<file path="src/sv/byte_ring_fifo_defines.svh">
// ----------------------------------------------------------------------------
// byte_ring_fifo assertion macros
// Concurrent assertion wrappers; empty when SYNTHESIS is defined.
// ----------------------------------------------------------------------------
`ifndef BYTE_RING_FIFO_DEFINES_SVH
`define BYTE_RING_FIFO_DEFINES_SVH

`ifndef SYNTHESIS
`define BRF_ASSERT(lbl, clk, rst_n, prop) \
	lbl: assert property (@(posedge clk) disable iff (!rst_n) prop) \
		else $error("byte_ring_fifo assertion failed");
`define BRF_ASSERT_CLK(lbl, clk, prop) \
	lbl: assert property (@(posedge clk) prop) \
		else $error("byte_ring_fifo assertion failed");
`else
`define BRF_ASSERT(lbl, clk, rst_n, prop)
`define BRF_ASSERT_CLK(lbl, clk, prop)
`endif

`endif

</file>
<file path="src/sv/brf_pkg.sv">
// ----------------------------------------------------------------------------
// brf_pkg
// Shared modes, widths, state type and controller/datapath interface structs.
// ----------------------------------------------------------------------------
`default_nettype none

package brf_pkg;

	localparam int CAP_W     = 11;
	localparam int COUNT_W   = 10;
	localparam int CAP_RESET = 1024;

	localparam logic [2:0] MODE_WRITE   = 3'd0;
	localparam logic [2:0] MODE_PEEK    = 3'd1;
	localparam logic [2:0] MODE_READ    = 3'd2;
	localparam logic [2:0] MODE_ADVANCE = 3'd3;
	localparam logic [2:0] MODE_CLEAR   = 3'd4;

	typedef enum logic [1:0] {
		ST_IDLE  = 2'b01,
		ST_BURST = 2'b10
	} state_t;

	typedef struct packed {
		logic accept;
		logic cfg_wr;
		logic step;
	} cmd_t;

	typedef struct packed {
		logic burst;
		logic last_step;
	} sts_t;

endpackage

`default_nettype wire

</file>
<file path="src/sv/brf_ctrl.sv">
// ----------------------------------------------------------------------------
// brf_ctrl
// Controller: handshakes, burst sequencing and response valid.
// ----------------------------------------------------------------------------
`default_nettype none

module brf_ctrl (
	input  wire logic          clk,
	input  wire logic          arst_n,
	input  wire logic          req_valid,
	output logic               req_stall,
	output logic               rsp_valid,
	input  wire logic          rsp_stall,
	input  wire logic          cfg_valid,
	output logic               cfg_ready,
	input  wire brf_pkg::sts_t sts,
	output brf_pkg::cmd_t      cmd
);

	brf_pkg::state_t state_q, state_d;
	logic            rsp_valid_q;
	logic            out_free;
	logic            idle;

	assign out_free  = !rsp_valid_q || !rsp_stall;
	assign idle      = (state_q == brf_pkg::ST_IDLE);
	assign cfg_ready = idle;
	assign req_stall = !(idle && out_free);
	assign rsp_valid = rsp_valid_q;

	always_comb begin
		cmd.accept = req_valid && !req_stall;
		cmd.cfg_wr = cfg_valid && idle;
		cmd.step   = (state_q == brf_pkg::ST_BURST) && out_free;
	end

	always_comb begin
		state_d = state_q;
		case (state_q)
			brf_pkg::ST_IDLE: begin
				if (cmd.accept && sts.burst) state_d = brf_pkg::ST_BURST;
			end
			brf_pkg::ST_BURST: begin
				if (cmd.step && sts.last_step) state_d = brf_pkg::ST_IDLE;
			end
			default: state_d = brf_pkg::ST_IDLE;
		endcase
	end

	always_ff @(posedge clk or negedge arst_n) begin
		if (!arst_n) begin
			state_q     <= brf_pkg::ST_IDLE;
			rsp_valid_q <= 1'b0;
		end else begin
			state_q <= state_d;
			if ((cmd.accept && !sts.burst) || cmd.step) begin
				rsp_valid_q <= 1'b1;
			end else if (!rsp_stall) begin
				rsp_valid_q <= 1'b0;
			end
		end
	end

endmodule

`default_nettype wire

</file>
<file path="config.mk">
export PLATFORM = sky130hd
export DESIGN_NAME = brf_ctrl
export DESIGN_NICKNAME = d
export VERILOG_FILES = /design/src/sv/byte_ring_fifo_defines.svh /design/src/sv/brf_pkg.sv /design/src/sv/brf_ctrl.sv
export SDC_FILE = /design/constraint.sdc
export NUM_CORES = 1
export LEC_CHECK = 0
export ABC_AREA = 1
export ABC_CLOCK_PERIOD_IN_PS = 2340
export BUFFER_PORTS_ARGS = -buffer_cell sky130_fd_sc_hd__buf_4
export CAP_MARGIN = 20
export CORE_AREA = 2 2 39 41
export CTS_BUF_LIST = sky130_fd_sc_hd__clkbuf_4
export CTS_CLUSTER_DIAMETER = 120
export CTS_CLUSTER_SIZE = 25
export DETAILED_ROUTE_END_ITERATION = 8
export DIE_AREA = 0 0 41 43
export GPL_TIMING_DRIVEN = 0
export PLACE_DENSITY = 0.41
export SYNTH_ARGS = -nofsm -noshare
export SYNTH_HDL_FRONTEND = slang
export SYNTH_SLANG_ARGS = --single-unit
</file>
<file path="constraint.sdc">
create_clock -name clk -period 2.34 [get_ports clk]
set_clock_uncertainty 0.05 [all_clocks]
set_input_delay 0.468 -clock clk [delete_from_list [all_inputs] [get_ports clk]]
set_output_delay 0.468 -clock clk [all_outputs]
set_load 0.05 [all_outputs]
</file>
==> flow_summary.toml <==
[hold_path]
hold_end = "rsp_valid$_DFFE_PN0P_"
whs_path_depth = 3
hold_start = "req_valid"
holdCritPathClass = "input port to register"

[final_layout]
drive_above_1_share_pct = 62.5
nets = 48
areaGrowthSynthToFinish_pct = 88.7
fin_util_pct = 24.2
n_antenna_cell = 0

[clocking]
cts_tree = "yes"
cts.sinks = 3
ctsHtreeMaxLevel = 1
cts-root-buf = "clkbuf_4"
insertion_delay_ps = 230
clkTransAtPathRegs_ps = 40
cts_resized = 0
cts_max_path_buffers = 2
cts_buffers = 3

[global_route]
antenna_found_initial = 0
gr-total-overflow = 0
track_usage_pct = 5.63
grt_max_degree = 6
grt_pass1_wl_um = 593
grt_pass1_vias = 177

[setup_path]
crit_required_ps = 1820
r2r_cells = 5
rrSetupSlack_ps = 1320
criticalPathCategory = "register to output pin"
worstReg2RegEnd = "state_q[0]$_DFFE_PN1P_"
reg2reg_from = "state_q[0]$_DFFE_PN1P_"
path_max_fanout = 4
arrival_ps = 1300
crit_path_end_kind = "output pin"
cp-start-kind = "register"

[synth]
ys_ff_latch = 3
synth_top_family_by_area = "simple AND/OR/NAND/NOR gates"
synthAdderAreaFrac_pct = 0
synth_area_per_cell_um2 = 7.72
synth_largest_type_area_fraction_pct = 28.2
syn_inst = 23
ys_seq_area_share_pct = 43.0
synth.distinct_cells = 12
synth_xor_area_share_pct = 0
muxShareOfSynthArea_pct = 0
synth-compound-area-share_pct = 0
yosys.area.top_type = "dfrtp_1"
syn_area_um2 = 178
syn_nets = 30
synthSimpleGateAreaFrac_pct = 44.4
synth.area.top_cells = "dfrtp_1, dfstp_2, nand2_1, inv_1, nand4_2"
ys_warn_count = 0

[sta]
slew_violations = 0
setup_ws_ps = 524
min_period_ps = 1820
setup_violations = 0
rsz0062_at_grt = "false"
relSlewSlack_pct = 88.9
worstMarginPinSlew_ps = 167
fmax_mhz = 551
hold_slack_ps = 465
final_hold_viol_count = 0
min_period_over_period_pct = 77.6

[status]
status = "complete, no violations"

[floorplanning]
die_h_um = 43
start_util_pct = 12.8
core_mm2 = 0.00138
io_pins = 13
dieArea_mm2 = 0.00176
die_w_um = 41
rows = 14

[power_and_ir_drop]
power_density_mw_per_mm2 = 847
p_total_mw = 0.284
leakage_nw = 0.187
peakVddDrop_uv = 187

[detailed_routing]
first_pass_iters = 1
viasPerCell = 3.48
routed_wl_um = 396
routedWlPerCell_um = 7.07
vias = 195
ant_nets = 0
drc_errors = 0
drt_iter0_drc = 0

[place]
dpl_worst_slack_ps = 684
portBuffers = 12
dp_hpwl_um = 343
gp_congestion = 0.557

[flow_run]
maxCapViolCount = 0
==> repair_timing <==
action,in CTS,in global routing
hold buffers,1,0
hold endpoints to repair,2,0
setup buffers,0,0
==> metrics by stage <==
step,area (um^2),setup TNS [ps],instances
2_1_floorplan,185,-32.7,23
6_report,335,0,56
3_3_place_gp,295,0,51
3_5_place_dp,295,0,51
5_1_grt,335,0,56
4_1_cts,335,0,56
==> state kept, by name (all words and copies together) (netlist names) <==
register	cells
state_q	2
rsp_valid	1
==> kinds of logic after synthesis <==
group,Yosys count
flops,3
buf+inv,6
simple gates,14
==> cell type report <==
type	instances	area [um^2]
Clock buffer	4	30.0
Inverter	6	22.5
Sequential cell	3	76.3
Timing Repair Buffer	13	100
Multi-Input combinational cell	14	86.3
Fill cell	162	1050
Tap cell	16	20.0
==> cells in the final DEF, fill, tap and decap left out <==
master,instances
and3_2,1
buf_4,12
clkbuf_4,4
dfrtp_1,2
dfstp_2,1
dlygate4sd3_1,1
inv_1,4
inv_2,2
nand2_1,5
nand2_2,1
nand4_1,1
nand4_2,1
nor2_1,2
nor2_2,1
nor2_4,1
nor3_2,1
==> power breakdown <==
part           internal (mW)  switching (mW)
combinational         0.0375          0.0804
sequential            0.0602         0.00531
clock                 0.0754          0.0254
total                  0.173           0.111
==> layer usage <==
layer | wire length [um] | track usage, % | share of wire [%] | vias up
met1 | 133 | 5.18 | 34 | 86
met2 | 222 | 7.81 | 56 | 7
met3 | 39 | 1.57 | 9.8 | 0
li1 | - | - | - | 102
met4 | 0 | 8.00 | 0 | 0
met5 | 0 | 0 | 0 | -
==> synthesized netlist by cell type <==
cell type  count
nand2_1        5
inv_1          4
nor2_1         3
dfrtp_1        2
inv_2          2
and3_2         1
dfstp_2        1
nand2_2        1
nand4_1        1
nand4_2        1
nor2_4         1
nor3_1         1
==> worst max path at each step <==
stage                      startpoint  endpoint  slack, ps
4_1_cts        state_q[0]$_DFFE_PN1P_    cmd[2]        490
3_5_place_dp                rsp_stall    cmd[0]        680
3_3_place_gp                rsp_stall    cmd[0]        680
2_1_floorplan  state_q[0]$_DFFE_PN1P_    cmd[2]        -30
5_1_grt        state_q[0]$_DFFE_PN1P_    cmd[2]        430
6_report       state_q[0]$_DFFE_PN1P_    cmd[2]        520
==> critical path, cell delays in order, from the launching register on <==
cell and delay [ps]:
dfstp_2 550, inv_2 50, nor2_4 110, nand2_1 90, nor2_2 80, buf_4 190
(Power assumes the default switching activity.)
